<file path="src/rtl/swsn_pkg.sv">
// Shared types and constants for the sliding window sender.
// No dependencies; every other file in rtl/ refers to this package by scoped names.
package swsn_pkg;

	// command codes
	localparam logic [1:0] CMD_SEND    = 2'd0;
	localparam logic [1:0] CMD_ACK     = 2'd1;
	localparam logic [1:0] CMD_NAK     = 2'd2;
	localparam logic [1:0] CMD_TIMEOUT = 2'd3;

	// descriptor queue and window
	localparam int QUEUE_DEPTH  = 16;
	localparam int WIN_W        = 4;
	localparam int WINDOW_RESET = 4;
	localparam int WINDOW_MAX   = 8;

	// at most this many frames are resent for one nak
	localparam int NAK_MAX = 8;
	localparam int NAK_W   = $clog2(NAK_MAX + 1);

	// command queue between front and back
	localparam int OPQ_DEPTH = 2;
	localparam int OPQ_PW    = $clog2(OPQ_DEPTH);
	localparam int OPQ_CW    = $clog2(OPQ_DEPTH + 1);

	typedef struct packed {
		logic [1:0]  command;
		logic [31:0] frame_sequence;
		logic [31:0] ack_number;
		logic [15:0] frame_tag;
		logic [6:0]  frame_length;
	} in_beat_t;

	typedef struct packed {
		logic [15:0] tx_tag;
		logic [31:0] tx_sequence;
		logic [6:0]  tx_length;
		logic        last_of_run;
	} out_beat_t;

	// classified command: key is the send sequence or the ack/nak number
	typedef struct packed {
		logic [1:0]  cmd;
		logic [31:0] key;
		logic [15:0] tag;
		logic [6:0]  len;
	} op_t;

	// one frame descriptor as held in the queue memory
	typedef struct packed {
		logic [31:0] seq;
		logic [15:0] tag;
		logic [6:0]  len;
	} desc_t;

endpackage

</file>
<file path="src/rtl/swsn_front.sv">
// Front end: accepts input beats and classifies them into queue commands.
// Depends on swsn_pkg.
module swsn_front (
	input  logic               clk,
	input  logic               arst_n,
	input  logic               in_valid,
	output logic               in_stall,
	input  swsn_pkg::in_beat_t in_beat,
	output logic               op_valid,
	output swsn_pkg::op_t      op,
	input  logic               op_full
);

	logic          valid_s1;
	swsn_pkg::op_t op_s1;
	logic          accept;
	logic          push;

	// pick the key the back end compares against and drop unused fields
	function automatic swsn_pkg::op_t classify(input swsn_pkg::in_beat_t b);
		swsn_pkg::op_t o;
		o.cmd = b.command;
		if (b.command == swsn_pkg::CMD_SEND) begin
			o.key = b.frame_sequence;
			o.tag = b.frame_tag;
			o.len = b.frame_length;
		end else begin
			o.key = b.ack_number;
			o.tag = '0;
			o.len = '0;
		end
		return o;
	endfunction

	assign push     = valid_s1 && !op_full;
	assign in_stall = valid_s1 && op_full;
	assign accept   = in_valid && !in_stall;
	assign op_valid = valid_s1;
	assign op       = op_s1;

	// stage valid
	always_ff @(posedge clk or negedge arst_n) begin
		if (!arst_n) begin
			valid_s1 <= 1'b0;
		end else if (accept) begin
			valid_s1 <= 1'b1;
		end else if (push) begin
			valid_s1 <= 1'b0;
		end
	end

	// stage payload
	always_ff @(posedge clk) begin
		if (accept) begin
			op_s1 <= classify(in_beat);
		end
	end

endmodule

</file>
<file path="src/rtl/swsn_opq.sv">
// Short command queue that decouples the front end from the back end.
// Depends on swsn_pkg.
module swsn_opq (
	input  logic          clk,
	input  logic          arst_n,
	input  logic          push,
	input  swsn_pkg::op_t push_op,
	output logic          full,
	output logic          valid,
	output swsn_pkg::op_t head_op,
	input  logic          pop
);

	swsn_pkg::op_t                  entry_q [swsn_pkg::OPQ_DEPTH];
	logic [swsn_pkg::OPQ_PW-1:0]    wr_ptr_q;
	logic [swsn_pkg::OPQ_PW-1:0]    rd_ptr_q;
	logic [swsn_pkg::OPQ_CW-1:0]    fill_q;
	logic                           do_push;
	logic                           do_pop;

	function automatic logic [swsn_pkg::OPQ_PW-1:0] next_ptr(
		input logic [swsn_pkg::OPQ_PW-1:0] p);
		if (p == swsn_pkg::OPQ_PW'(swsn_pkg::OPQ_DEPTH - 1)) begin
			return '0;
		end
		return p + swsn_pkg::OPQ_PW'(1);
	endfunction

	assign full    = fill_q == swsn_pkg::OPQ_CW'(swsn_pkg::OPQ_DEPTH);
	assign valid   = fill_q != '0;
	assign head_op = entry_q[rd_ptr_q];
	assign do_push = push && !full;
	assign do_pop  = pop && valid;

	// pointers and fill level
	always_ff @(posedge clk or negedge arst_n) begin
		if (!arst_n) begin
			wr_ptr_q <= '0;
			rd_ptr_q <= '0;
			fill_q   <= '0;
		end else begin
			if (do_push) begin
				wr_ptr_q <= next_ptr(wr_ptr_q);
			end
			if (do_pop) begin
				rd_ptr_q <= next_ptr(rd_ptr_q);
			end
			if (do_push && !do_pop) begin
				fill_q <= fill_q + swsn_pkg::OPQ_CW'(1);
			end else if (do_pop && !do_push) begin
				fill_q <= fill_q - swsn_pkg::OPQ_CW'(1);
			end
		end
	end

	// entry storage
	always_ff @(posedge clk) begin
		if (do_push) begin
			entry_q[wr_ptr_q] <= push_op;
		end
	end

endmodule

</file>
<file path="src/rtl/swsn_back.sv">
// Back end: descriptor memory, window register and the command sequencer
// that appends, retires, rescans and emits frames. Depends on swsn_pkg.
module swsn_back #(
	parameter int QUEUE_DEPTH = swsn_pkg::QUEUE_DEPTH
) (
	input  logic                        clk,
	input  logic                        arst_n,
	input  logic                        cfg_wen,
	input  logic [swsn_pkg::WIN_W-1:0]  cfg_wdata,
	input  logic                        q_valid,
	input  swsn_pkg::op_t               q_op,
	output logic                        q_pop,
	output logic                        out_valid,
	input  logic                        out_stall,
	output swsn_pkg::out_beat_t         out_beat
);

	localparam int IDX_W = $clog2(QUEUE_DEPTH);
	localparam int CNT_W = $clog2(QUEUE_DEPTH + 1);
	localparam int EW    = (CNT_W > swsn_pkg::WIN_W) ? CNT_W : swsn_pkg::WIN_W;

	localparam logic [2:0] ST_IDLE     = 3'd0;
	localparam logic [2:0] ST_SEND     = 3'd1;
	localparam logic [2:0] ST_POP_RD   = 3'd2;
	localparam logic [2:0] ST_POP_CMP  = 3'd3;
	localparam logic [2:0] ST_SCAN_RD  = 3'd4;
	localparam logic [2:0] ST_SCAN_CHK = 3'd5;
	localparam logic [2:0] ST_FLUSH    = 3'd6;

	logic [2:0]                    state_q;
	logic [swsn_pkg::WIN_W-1:0]    win_q;
	logic [IDX_W-1:0]              head_q;
	logic [CNT_W-1:0]              count_q;
	logic [CNT_W-1:0]              popped_q;
	logic [EW-1:0]                 pos_q;
	logic [EW-1:0]                 lim_q;
	logic [swsn_pkg::NAK_W-1:0]    nak_n_q;
	swsn_pkg::op_t                 op_q;
	swsn_pkg::desc_t               held_q;
	logic                          held_v_q;
	swsn_pkg::out_beat_t           out_q;
	logic                          out_v_q;
	swsn_pkg::desc_t               mem [QUEUE_DEPTH];
	swsn_pkg::desc_t               rd_q;

	logic [swsn_pkg::WIN_W-1:0]    w_use;
	logic [EW-1:0]                 w_e;
	logic [EW-1:0]                 cnt_e;
	logic [EW-1:0]                 pop_e;
	logic [EW-1:0]                 min_cw;
	logic [EW-1:0]                 ack_start;
	logic [IDX_W-1:0]              slot_pos;
	logic [IDX_W-1:0]              slot_wr;
	logic [IDX_W-1:0]              rd_addr;
	logic                          send_ok;
	logic                          send_tx;
	logic                          nak_mode;
	logic                          is_match;
	logic                          scan_end;
	logic                          ack_pop;
	logic                          out_free;
	logic                          emit_ok;
	logic                          emit_en;
	logic                          flush_en;
	logic                          push_en;
	swsn_pkg::desc_t               emit_desc;
	swsn_pkg::desc_t               send_desc;
	swsn_pkg::out_beat_t           push_beat;

	// ring slot of a queue position, both operands below the depth
	function automatic logic [IDX_W-1:0] slot_of(input logic [IDX_W-1:0] base,
		input logic [IDX_W-1:0] off);
		logic [IDX_W:0] sum;
		sum = {1'b0, base} + {1'b0, off};
		if (sum >= (IDX_W+1)'(QUEUE_DEPTH)) begin
			sum = sum - (IDX_W+1)'(QUEUE_DEPTH);
		end
		return sum[IDX_W-1:0];
	endfunction

	// window saturated to 1..max
	always_comb begin
		if (win_q == '0) begin
			w_use = swsn_pkg::WIN_W'(1);
		end else if (win_q > swsn_pkg::WIN_W'(swsn_pkg::WINDOW_MAX)) begin
			w_use = swsn_pkg::WIN_W'(swsn_pkg::WINDOW_MAX);
		end else begin
			w_use = win_q;
		end
	end

	assign w_e       = EW'(w_use);
	assign cnt_e     = EW'(count_q);
	assign pop_e     = EW'(popped_q);
	assign min_cw    = (cnt_e < w_e) ? cnt_e : w_e;
	assign ack_start = (pop_e >= w_e) ? '0 : (w_e - pop_e);

	assign slot_pos = slot_of(head_q, pos_q[IDX_W-1:0]);
	assign slot_wr  = slot_of(head_q, count_q[IDX_W-1:0]);
	assign rd_addr  = (state_q == ST_POP_RD) ? head_q : slot_pos;

	assign send_ok  = count_q < CNT_W'(QUEUE_DEPTH);
	assign send_tx  = (cnt_e + EW'(1)) <= w_e;
	assign nak_mode = op_q.cmd == swsn_pkg::CMD_NAK;
	assign is_match = !nak_mode || (rd_q.seq == op_q.key);
	assign scan_end = (pos_q >= lim_q) ||
		(nak_mode && nak_n_q == swsn_pkg::NAK_W'(swsn_pkg::NAK_MAX));
	assign ack_pop  = rd_q.seq <= op_q.key;

	assign out_free = !out_v_q || !out_stall;
	assign emit_ok  = !held_v_q || out_free;

	assign send_desc.seq = op_q.key;
	assign send_desc.tag = op_q.tag;
	assign send_desc.len = op_q.len;

	// emit and flush decisions; an emitted frame waits in the held register
	// until the next one or the end of the command decides its last flag
	always_comb begin
		q_pop     = 1'b0;
		emit_en   = 1'b0;
		flush_en  = 1'b0;
		emit_desc = rd_q;
		unique case (state_q)
			ST_IDLE: begin
				q_pop = q_valid;
			end
			ST_SEND: begin
				emit_en   = send_ok && send_tx;
				emit_desc = send_desc;
			end
			ST_SCAN_CHK: begin
				emit_en = is_match && emit_ok;
			end
			ST_FLUSH: begin
				flush_en = held_v_q && out_free;
			end
			default: begin
			end
		endcase
	end

	assign push_en               = (emit_en && held_v_q) || flush_en;
	assign push_beat.tx_tag      = held_q.tag;
	assign push_beat.tx_sequence = held_q.seq;
	assign push_beat.tx_length   = held_q.len;
	assign push_beat.last_of_run = flush_en;

	// window register
	always_ff @(posedge clk or negedge arst_n) begin
		if (!arst_n) begin
			win_q <= swsn_pkg::WIN_W'(swsn_pkg::WINDOW_RESET);
		end else if (cfg_wen) begin
			win_q <= cfg_wdata;
		end
	end

	// command sequencer
	always_ff @(posedge clk or negedge arst_n) begin
		if (!arst_n) begin
			state_q  <= ST_IDLE;
			head_q   <= '0;
			count_q  <= '0;
			popped_q <= '0;
			pos_q    <= '0;
			lim_q    <= '0;
			nak_n_q  <= '0;
		end else begin
			unique case (state_q)
				ST_IDLE: begin
					if (q_valid) begin
						unique case (q_op.cmd)
							swsn_pkg::CMD_SEND: begin
								state_q <= ST_SEND;
							end
							swsn_pkg::CMD_ACK: begin
								popped_q <= '0;
								state_q  <= ST_POP_RD;
							end
							swsn_pkg::CMD_NAK: begin
								pos_q   <= '0;
								lim_q   <= cnt_e;
								nak_n_q <= '0;
								state_q <= ST_SCAN_RD;
							end
							swsn_pkg::CMD_TIMEOUT: begin
								pos_q   <= '0;
								lim_q   <= min_cw;
								state_q <= ST_SCAN_RD;
							end
							default: begin
								state_q <= ST_IDLE;
							end
						endcase
					end
				end
				ST_SEND: begin
					if (send_ok) begin
						count_q <= count_q + CNT_W'(1);
					end
					state_q <= ST_FLUSH;
				end
				ST_POP_RD: begin
					if (count_q == '0) begin
						if (popped_q == '0) begin
							state_q <= ST_FLUSH;
						end else begin
							pos_q   <= ack_start;
							lim_q   <= min_cw;
							state_q <= ST_SCAN_RD;
						end
					end else begin
						state_q <= ST_POP_CMP;
					end
				end
				ST_POP_CMP: begin
					if (ack_pop) begin
						head_q   <= (head_q == IDX_W'(QUEUE_DEPTH - 1)) ? '0 :
							head_q + IDX_W'(1);
						count_q  <= count_q - CNT_W'(1);
						popped_q <= popped_q + CNT_W'(1);
						state_q  <= ST_POP_RD;
					end else if (popped_q == '0) begin
						state_q <= ST_FLUSH;
					end else begin
						pos_q   <= ack_start;
						lim_q   <= min_cw;
						state_q <= ST_SCAN_RD;
					end
				end
				ST_SCAN_RD: begin
					state_q <= scan_end ? ST_FLUSH : ST_SCAN_CHK;
				end
				ST_SCAN_CHK: begin
					if (!is_match) begin
						pos_q   <= pos_q + EW'(1);
						state_q <= ST_SCAN_RD;
					end else if (emit_ok) begin
						pos_q <= pos_q + EW'(1);
						if (nak_mode) begin
							nak_n_q <= nak_n_q + swsn_pkg::NAK_W'(1);
						end
						state_q <= ST_SCAN_RD;
					end
				end
				ST_FLUSH: begin
					if (!held_v_q || out_free) begin
						state_q <= ST_IDLE;
					end
				end
				default: begin
					state_q <= ST_IDLE;
				end
			endcase
		end
	end

	// command in progress
	always_ff @(posedge clk) begin
		if (state_q == ST_IDLE && q_valid) begin
			op_q <= q_op;
		end
	end

	// held frame valid
	always_ff @(posedge clk or negedge arst_n) begin
		if (!arst_n) begin
			held_v_q <= 1'b0;
		end else if (emit_en) begin
			held_v_q <= 1'b1;
		end else if (flush_en) begin
			held_v_q <= 1'b0;
		end
	end

	always_ff @(posedge clk) begin
		if (emit_en) begin
			held_q <= emit_desc;
		end
	end

	// output register
	always_ff @(posedge clk or negedge arst_n) begin
		if (!arst_n) begin
			out_v_q <= 1'b0;
		end else if (push_en) begin
			out_v_q <= 1'b1;
		end else if (!out_stall) begin
			out_v_q <= 1'b0;
		end
	end

	always_ff @(posedge clk) begin
		if (push_en) begin
			out_q <= push_beat;
		end
	end

	assign out_valid = out_v_q;
	assign out_beat  = out_q;

	// descriptor memory, one write and one registered read a cycle
	always_ff @(posedge clk) begin
		if (state_q == ST_SEND && send_ok) begin
			mem[slot_wr] <= send_desc;
		end
		rd_q <= mem[rd_addr];
	end

	// checks
	a_count_bound: assert property (@(posedge clk) disable iff (!arst_n)
		count_q <= CNT_W'(QUEUE_DEPTH))
		else $error("descriptor count beyond queue depth");

	a_idle_no_held: assert property (@(posedge clk) disable iff (!arst_n)
		state_q == ST_IDLE |-> !held_v_q)
		else $error("held frame left over at end of command");

	a_no_overwrite: assert property (@(posedge clk) disable iff (!arst_n)
		(out_v_q && out_stall) |-> !push_en)
		else $error("output beat overwritten while stalled");

	a_count_changes: assert property (@(posedge clk) disable iff (!arst_n)
		(state_q != ST_POP_CMP && state_q != ST_SEND) |=>
		count_q == $past(count_q))
		else $error("descriptor count changed outside send or ack");

	a_nak_bound: assert property (@(posedge clk) disable iff (!arst_n)
		nak_n_q <= swsn_pkg::NAK_W'(swsn_pkg::NAK_MAX))
		else $error("too many nak resends");

endmodule

</file>
<file path="src/rtl/sliding_window_sender_nak_resend.sv">
// Sliding window sender with resend on nak: a queue of frame descriptors (sequence,
// buffer tag, length) driven by send, ack, nak and timeout commands; each command gives
// zero or more transmit beats, the final one flagged last_of_run. Commands are taken by
// a front stage into a two-entry command queue, so the input keeps flowing while the
// back end works, until that queue is full. The back end reads the descriptor memory
// through one registered read port, with a read state and then a compare or check state
// for each descriptor it inspects; each frame beat also waits while out_stall is high.
// The window register holds 4 after reset and is saturated to 1..8 in use.
// Depends on swsn_pkg, swsn_front, swsn_opq and swsn_back.
module sliding_window_sender_nak_resend #(
	parameter int QUEUE_DEPTH = swsn_pkg::QUEUE_DEPTH
) (
	input  logic                        clk,
	input  logic                        arst_n,
	input  logic                        in_valid,
	output logic                        in_stall,
	input  swsn_pkg::in_beat_t          in_beat,
	output logic                        out_valid,
	input  logic                        out_stall,
	output swsn_pkg::out_beat_t         out_beat,
	input  logic                        cfg_wen,
	input  logic [swsn_pkg::WIN_W-1:0]  cfg_wdata
);

	logic          f_valid;
	swsn_pkg::op_t f_op;
	logic          q_full;
	logic          q_valid;
	swsn_pkg::op_t q_op;
	logic          q_pop;

	// accept and classify
	swsn_front u_front (
		.clk      (clk),
		.arst_n   (arst_n),
		.in_valid (in_valid),
		.in_stall (in_stall),
		.in_beat  (in_beat),
		.op_valid (f_valid),
		.op       (f_op),
		.op_full  (q_full)
	);

	// command queue
	swsn_opq u_opq (
		.clk     (clk),
		.arst_n  (arst_n),
		.push    (f_valid),
		.push_op (f_op),
		.full    (q_full),
		.valid   (q_valid),
		.head_op (q_op),
		.pop     (q_pop)
	);

	// execute against the descriptor queue
	swsn_back #(
		.QUEUE_DEPTH (QUEUE_DEPTH)
	) u_back (
		.clk       (clk),
		.arst_n    (arst_n),
		.cfg_wen   (cfg_wen),
		.cfg_wdata (cfg_wdata),
		.q_valid   (q_valid),
		.q_op      (q_op),
		.q_pop     (q_pop),
		.out_valid (out_valid),
		.out_stall (out_stall),
		.out_beat  (out_beat)
	);

endmodule

</file>
<file path="config.mk">
export PLATFORM = sky130hd
export DESIGN_NAME = sliding_window_sender_nak_resend
export DESIGN_NICKNAME = d
export VERILOG_FILES = /design/src/rtl/swsn_pkg.sv /design/src/rtl/swsn_front.sv /design/src/rtl/swsn_opq.sv /design/src/rtl/swsn_back.sv /design/src/rtl/sliding_window_sender_nak_resend.sv
export SDC_FILE = /design/constraint.sdc
export NUM_CORES = 1
export LEC_CHECK = 0
export BUFFER_PORTS_ARGS = -buffer_cell sky130_fd_sc_hd__buf_2
export CAP_MARGIN = 20
export CORE_MARGIN = 2
export CORE_UTILIZATION = 34
export DETAILED_ROUTE_END_ITERATION = 10
export PLACE_DENSITY_LB_ADDON = 0.15
export SETUP_SLACK_MARGIN = 0.15
export SLEW_MARGIN = 20
export SYNTH_ARGS = -nofsm -noshare
export SYNTH_HDL_FRONTEND = slang
export SYNTH_SLANG_ARGS = --single-unit
</file>
<file path="constraint.sdc">
create_clock -name clk -period 6.5 [get_ports clk]
set_input_delay 0.325 -clock clk [delete_from_list [all_inputs] [get_ports clk]]
set_output_delay 0.325 -clock clk [all_outputs]
set_load 0.005 [all_outputs]
</file>
==> flow_summary.yaml, run 1 <==
layout:
  fillCellCount: 14017
  nets: 3704
  seqCellArea_sq_mm: 0.0388
  fin_area_sq_mm: 0.0609
  multi_input_area_sq_mm: 0.0121
  syn2layout_area_growth_pct: 17.9
  post_route_cells_drive_above_1_share_pct: 17.9
  final_util_pct: 40.2
detailed_routing:
  drt_iter0_markers: 2127
  wire_per_inst_um: 23.2
  vias: 28105
  drt-pass1-iter-count: 5
  wl_um: 132000
  vias_per_cell: 4.93
  drc: 0
  ant_nets: 0
sta:
  report.final.slew_viol_count: 0
  fin_crit_ps: 4170
  fmax_ghz: 0.240
  final.setup.tns_ps: 0
  tightest_slew_ps: 1080
  relSlewSlack_pct: 28.1
  fin_worst_skew_ps: 24.3
  finalHoldViolCount: 0
  rsz0062_at_grt: "false"
  timing.final.crit_share_pct: 64.2
  setup_violations: 0
logic_synthesis:
  synth_fp_nets: 3430
  synth_common_cells: "edfxtp_1 (1,219), nand2_1 (474), a31oi_1 (224)"
  synth_compound_area_share_pct: 7.30
  netlist_area_sq_mm: 0.0516
  ys_seq_area_share_pct: 75.1
  post-synth-top-count-cell: "edfxtp_1"
  async_reset_ff_share_pct: 3.19
  synth_seq_cells: 1316
  synth.distinct_cells: 68
  yosys.area_share.simple_pct: 7.69
  synth.area.mux_share_pct: 5.93
  synth_area_per_cell_sq_um: 15.8
  synthFlopType: "edfxtp_1"
  synth_top_family_by_area: "simple AND/OR/NAND/NOR gates"
  synth_area_leaders: "edfxtp_1 (71%), nand2_1 (3.4%), mux2_2 (3.2%), a211oi_1 (3.2%), a31oi_1 (2.7%)"
  ys_warn_count: 0
  synthCells: 3265
  synth_edf_count: 1219
  synth-adder-area-share_pct: 1.67
  yosys.area.top_type: "edfxtp_1"
  yosys.area.top_type_share_pct: 70.9
  synth_xor_area_share_pct: 0.373
cts:
  clk_pin_slew_ps: 60
  clockRootBuffer: "clkbuf_16"
  cts_setup_buffers: 0
  clock_sinks: 1316
  h-tree-depth: 4
  cts_inserted_buffers: 147
  cts_tree: "done"
  clockBufferDepth: 3
  insertion_delay_ps: 780
floorplan:
  start_util_pct: 34.1
  rows: 143
  fp.dieW_um: 394
  die_area_sq_mm: 0.155
  ioPinCount: 156
  fp.coreArea_sq_mm: 0.151
  die_y_um: 394
grt:
  grt_max_degree: 182
  grt_pass1_wl_um: 192000
  antenna_found_initial: 6
  grt_pass1_vias: 27810
  grt_util_all_layers_pct: 16.9
  gr-total-overflow: 0
critical_path:
  critPathMaxFanout: 57
  required_ps: 6900
  crit_path_end_kind: "register"
  worst_setup_path_start_kind: "register"
  worstPathArrival_ps: 4570
  path_class: "register to register"
power_and_ir_drop:
  vdd_drop_max_uv: 760
  p_per_area_mw_per_mm2: 486
  power_leakage_uw: 0.0203
run:
  cap_violations: 0
placed_design:
  place_hpwl_um: 68500
  placedInstanceArea_sq_mm: 0.0550
  gp_congestion: 0.737
  io_buffers: 155
hold_path:
  hold_class: "primary input to asynchronous set/reset pin"
outcome:
  status: "finished clean"
==> worst paths after layout <==
kind	slack, ps	to	cells past startpoint	start
max in group asynchronous	5920	u_opq.rd_ptr_q$_DFFE_PN0P_	2	arst_n
setup reg to reg	2330	u_back.out_beat[45]$_DFFE_PP_	9	u_back.op_q[28]$_DFFE_PP_
setup / recovery	2330	u_back.out_beat[45]$_DFFE_PP_	9	u_back.op_q[28]$_DFFE_PP_
min in group clk	300	u_front.op_valid$_DFFE_PN0P_	3	in_valid
hold / removal	120	u_back.out_valid$_DFFE_PN0P_	2	arst_n
hold reg to reg	420	u_back.out_beat[39]$_DFFE_PP_	0	u_back.held_q[54]$_DFFE_PP_
==> worst max-delay path, cell delays in order, from the launching register on <==
cell      delay (ps)
edfxtp_1         690
inv_1            100
ha_1             320
nand4_1          200
or4_1            750
or2_4            330
nand2_1           80
a32o_4           670
a21o_4           230
buf_12           240
==> sequential cells by signal, indices dropped and copies added (netlist names), 2 cells and up <==
signal	flops
u_back.pos_q	5
u_opq.entry_q	114
u_back.lim_q	5
u_front.op	57
u_back.mem	880
u_back.nak_n_q	4
u_back.head_q	4
u_back.out_beat	56
u_opq.fill_q	2
u_back.state_q	3
u_back.op_q	57
u_back.pop_e	5
u_back.win_q	4
u_back.rd_q	55
u_back.held_q	55
u_back.cnt_e	5
==> through the flow <==
step                setup WS (ps)  hold WS, ps  power [uW]  instances
floorplan                    1350         29.4       18300       3265
global placement             2250          404       21700       5318
detailed placement           2220          405       21700       5319
CTS                          2200          240       30100       5693
global route                 2090          126       31200       5693
finish                       2330          120       29600       5697
==> routing by layer <==
layer	vias to the layer above	global-route usage [%]	routed length (um)
li1	13081	-	-
met1	14353	24.3	63600
met2	520	26.3	61000
met3	151	3.27	5660
met4	0	4.15	2110
met5	-	0	0
==> cells in the final DEF (no fill, tap or decap), types with 10 or more instances in the layout <==
cell / instances
buf_2: 154
inv_1: 66
mux2_2: 147
clkbuf_1: 38
buf_12: 20
a21o_1: 10
clkinv_1: 24
nand4_1: 10
mux2i_1: 12
nor2_1: 35
clkinv_2: 21
a21oi_1: 34
nor2_4: 18
o21ai_0: 17
a211oi_1: 221
mux4_2: 55
dfxtp_1: 55
buf_4: 31
ha_1: 64
nand3_1: 14
xor2_1: 12
dlygate4sd3_1: 101
nand2_1: 474
edfxtp_1: 1219
and2_1: 146
clkbuf_16: 152
clkbuf_8: 17
a31oi_1: 224
dfrtp_1: 40
and2_0: 98
==> repair_timing <==
item                                   in CTS  in global routing
hold buffers                              101                  0
setup endpoints to repair                   0                  0
gates resized for setup                     0                  0
endpoints found under the hold margin     106                  0
==> where the power goes <==
group          internal, uW  leakage, uW  switching, uW  total, uW
logic                  3560      0.00583           5840       9400
clock network          4850      0.00235           3340       8190
registers             11100       0.0121            863      12000
==> cell families (layout without fill, tap and decap cells) <==
family                   count (synthesis)  after routing
flip-flops                            1316           1316
AND/OR/NAND/NOR                        842            842
AO/OA/AOI/OAI                          551            551
buffers and inverters                  249            647
multiplexers                           218            218
adder cells (fa/ha/maj)                 67             67
XOR/XNOR                                22             22
other                                    0              4
==> cell type report <==
cell class | instances | share of cell area [%]
Antenna cell | 4 | 0.0164
Clock buffer | 207 | 6.87
Clock inverter | 66 | 0.993
Inverter | 67 | 0.415
Multi-Input combinational cell | 1700 | 19.8
Sequential cell | 1316 | 63.7
Tap cell | 2030 | 4.17
Timing Repair Buffer | 307 | 4.01
No activity file was read; power rests on OpenSTA's default activity.
==> inputs of run 2 (changes only) <==
==> constraint.sdc (replaced) <==
create_clock -name clk -period 3.8 [get_ports clk]
set_input_delay 0.19 -clock clk [delete_from_list [all_inputs] [get_ports clk]]
set_output_delay 0.19 -clock clk [all_outputs]
set_load 0.005 [all_outputs]
==> run 2 against run 1 <==
Non-clock buffer count grew 77; total power rose by 71%; cell area is 1.3% higher; largest cell class unchanged; worst setup slack worse by 1800 ps.
==> flow_summary.yaml, run 2 (synthesis results as in run 1) <==
floorplan:
  ioPinCount: 156
  die_area_sq_mm: 0.155
  rows: 143
  fp.dieW_um: 394
  fp.coreArea_sq_mm: 0.151
  die_y_um: 394
  start_util_pct: 34.1
cts:
  h-tree-depth: 4
  cts_inserted_buffers: 144
  cts_tree: "done"
  insertion_delay_ps: 770
  clock_sinks: 1316
  cts_setup_buffers: 0
  clk_pin_slew_ps: 60
  clockBufferDepth: 3
  clockRootBuffer: "clkbuf_16"
layout:
  fin_area_sq_mm: 0.0616
  regMostFlops: "u_back.mem"
  reg.largest.list: "u_back.mem (880), u_opq.entry_q (114)"
  syn2layout_area_growth_pct: 19.4
  final_common_cell: "edfxtp_1"
  fillCellCount: 13949
  final_cells: 5761
  post_route_cells_drive_above_1_share_pct: 19.2
  largest_register_ffs: 880
  nets: 3778
  final_cell_mix: "edfxtp_1 (1,219), nand2_1 (474), a31oi_1 (224), a211oi_1 (221), buf_2 (155)"
critical_path:
  worst_setup_path_start_kind: "register"
  required_ps: 4430
  cp_num_cells: 10
  cp_top_family: "compound AO/OA/AOI/OAI gates"
  reg2regPathDepth: 10
  critPathMaxFanout: 104
  slowest_delay_ps: 570
  path_class: "register to register"
  crit_path_end_kind: "register"
  worstPathCellList: "ha_1 -> inv_1 -> fa_1 -> xor2_1 -> nor2_1 -> a21oi_4 -> buf_12 -> a211oi_1 -> a31oi_1 -> mux4_2"
  worstPathArrival_ps: 3860
  cpMaxStageDelayCell: "dfrtp_1"
  critPathBufInv: 2
hold_path:
  hold_class: "primary input to asynchronous set/reset pin"
outcome:
  status: "finished clean"
detailed_routing:
  ant_nets: 0
  drc: 0
  drt_iter0_markers: 2166
  vias_per_cell: 4.95
  wl_um: 133000
  vias: 28500
  drt-pass1-iter-count: 6
  wire_per_inst_um: 23.1
sta:
  fin_worst_skew_ps: 22.7
  report.final.slew_viol_count: 0
  timing.final.crit_share_pct: 85.1
  fmax_ghz: 0.309
  finalHoldViolCount: 0
  relSlewSlack_pct: 43.4
  rsz0062_at_grt: "false"
  fin_hold_ws_ps: 42.9
  setup_violations: 0
  fin_crit_ps: 3230
  tightest_slew_ps: 849
power_and_ir_drop:
  p_per_area_mw_per_mm2: 823
  power.net_switching_uw: 17100
  intPower_uw: 33600
  pwr-share-comb_pct: 33.4
  clockPowerShare_pct: 27.0
  vdd_drop_max_uv: 737
  power_leakage_uw: 0.0206
  swShare_pct: 33.8
  power_frac_seq_pct: 39.7
grt:
  antenna_found_initial: 7
  grt_util_all_layers_pct: 17.1
  gr-total-overflow: 0
  grt_pass1_wl_um: 196000
  grt_max_degree: 112
  grt_pass1_vias: 28233
placed_design:
  placedInstanceArea_sq_mm: 0.0560
  gp_congestion: 0.770
  placed_cells: 5397
  place_hpwl_um: 73200
  io_buffers: 155
run:
  cap_violations: 0
-- run 2: per-layer routing --
metal	global-route usage (%)	vias to the layer above	part of all wire (%)	wire [um]
li1	-	13188	-	-
met1	24.9	14577	48	64100
met2	26.6	574	46	61200
met3	2.48	161	3.9	5130
met4	4.65	0	2.0	2710
met5	0	-	0	0
-- run 2: final timing paths --
kind	startpoint	slack [ps]	to
max	u_back.head_q[0]$_DFFE_PN0P_	570	u_back.rd_q[33]$_DFF_P_
min	arst_n	40	u_back.pop_e[2]$_DFFE_PN0P_
max reg2reg	u_back.head_q[0]$_DFFE_PN0P_	570	u_back.rd_q[33]$_DFF_P_
min reg2reg	u_back.held_q[41]$_DFFE_PP_	410	u_back.out_beat[26]$_DFFE_PP_
max in group asynchronous	arst_n	3010	u_back.win_q[2]$_DFFE_PN1P_
min in group clk	in_valid	170	u_front.op_valid$_DFFE_PN0P_
-- run 2: what timing repair did --
action | in CTS | in global routing
hold endpoints to repair | 95 | 0
resized for setup | 0 | 0
setup endpoints to repair | 0 | 0
hold buffers | 100 | 0
-- run 2: power groups by stage --
stage,combinational [uW],clock (uW),sequential [uW]
after global routing,18700,14600,20300
final,16900,13700,20100
after detailed placement,17100,0,20500
after global placement,17100,0,20400
after CTS,17300,14100,20200
after floorplan,11000,0,20200
-- run 2: area by class of cell --
type	count	area [sq um]	share of cell area, %
diodes	1	2.50	0.00406
inverters	67	253	0.410
repair buffers	384	3420	5.55
multi-input cells	1700	12100	19.6
clock buffers	203	3970	6.44
flip-flops and latches	1316	38800	62.9
well taps	2030	2540	4.12
clock inverters	60	636	1.03
-- run 2: metrics by stage --
stage,setup TNS [ps],util [%],setup slack (ps),power [uW]
final,0,40.7,565,50700
after global routing,0,40.7,424,53600
after CTS,0,40.7,586,51500
after detailed placement,0,37.0,613,37600
after global placement,0,37.0,615,37500
after floorplan,-267910,-,-577,31300
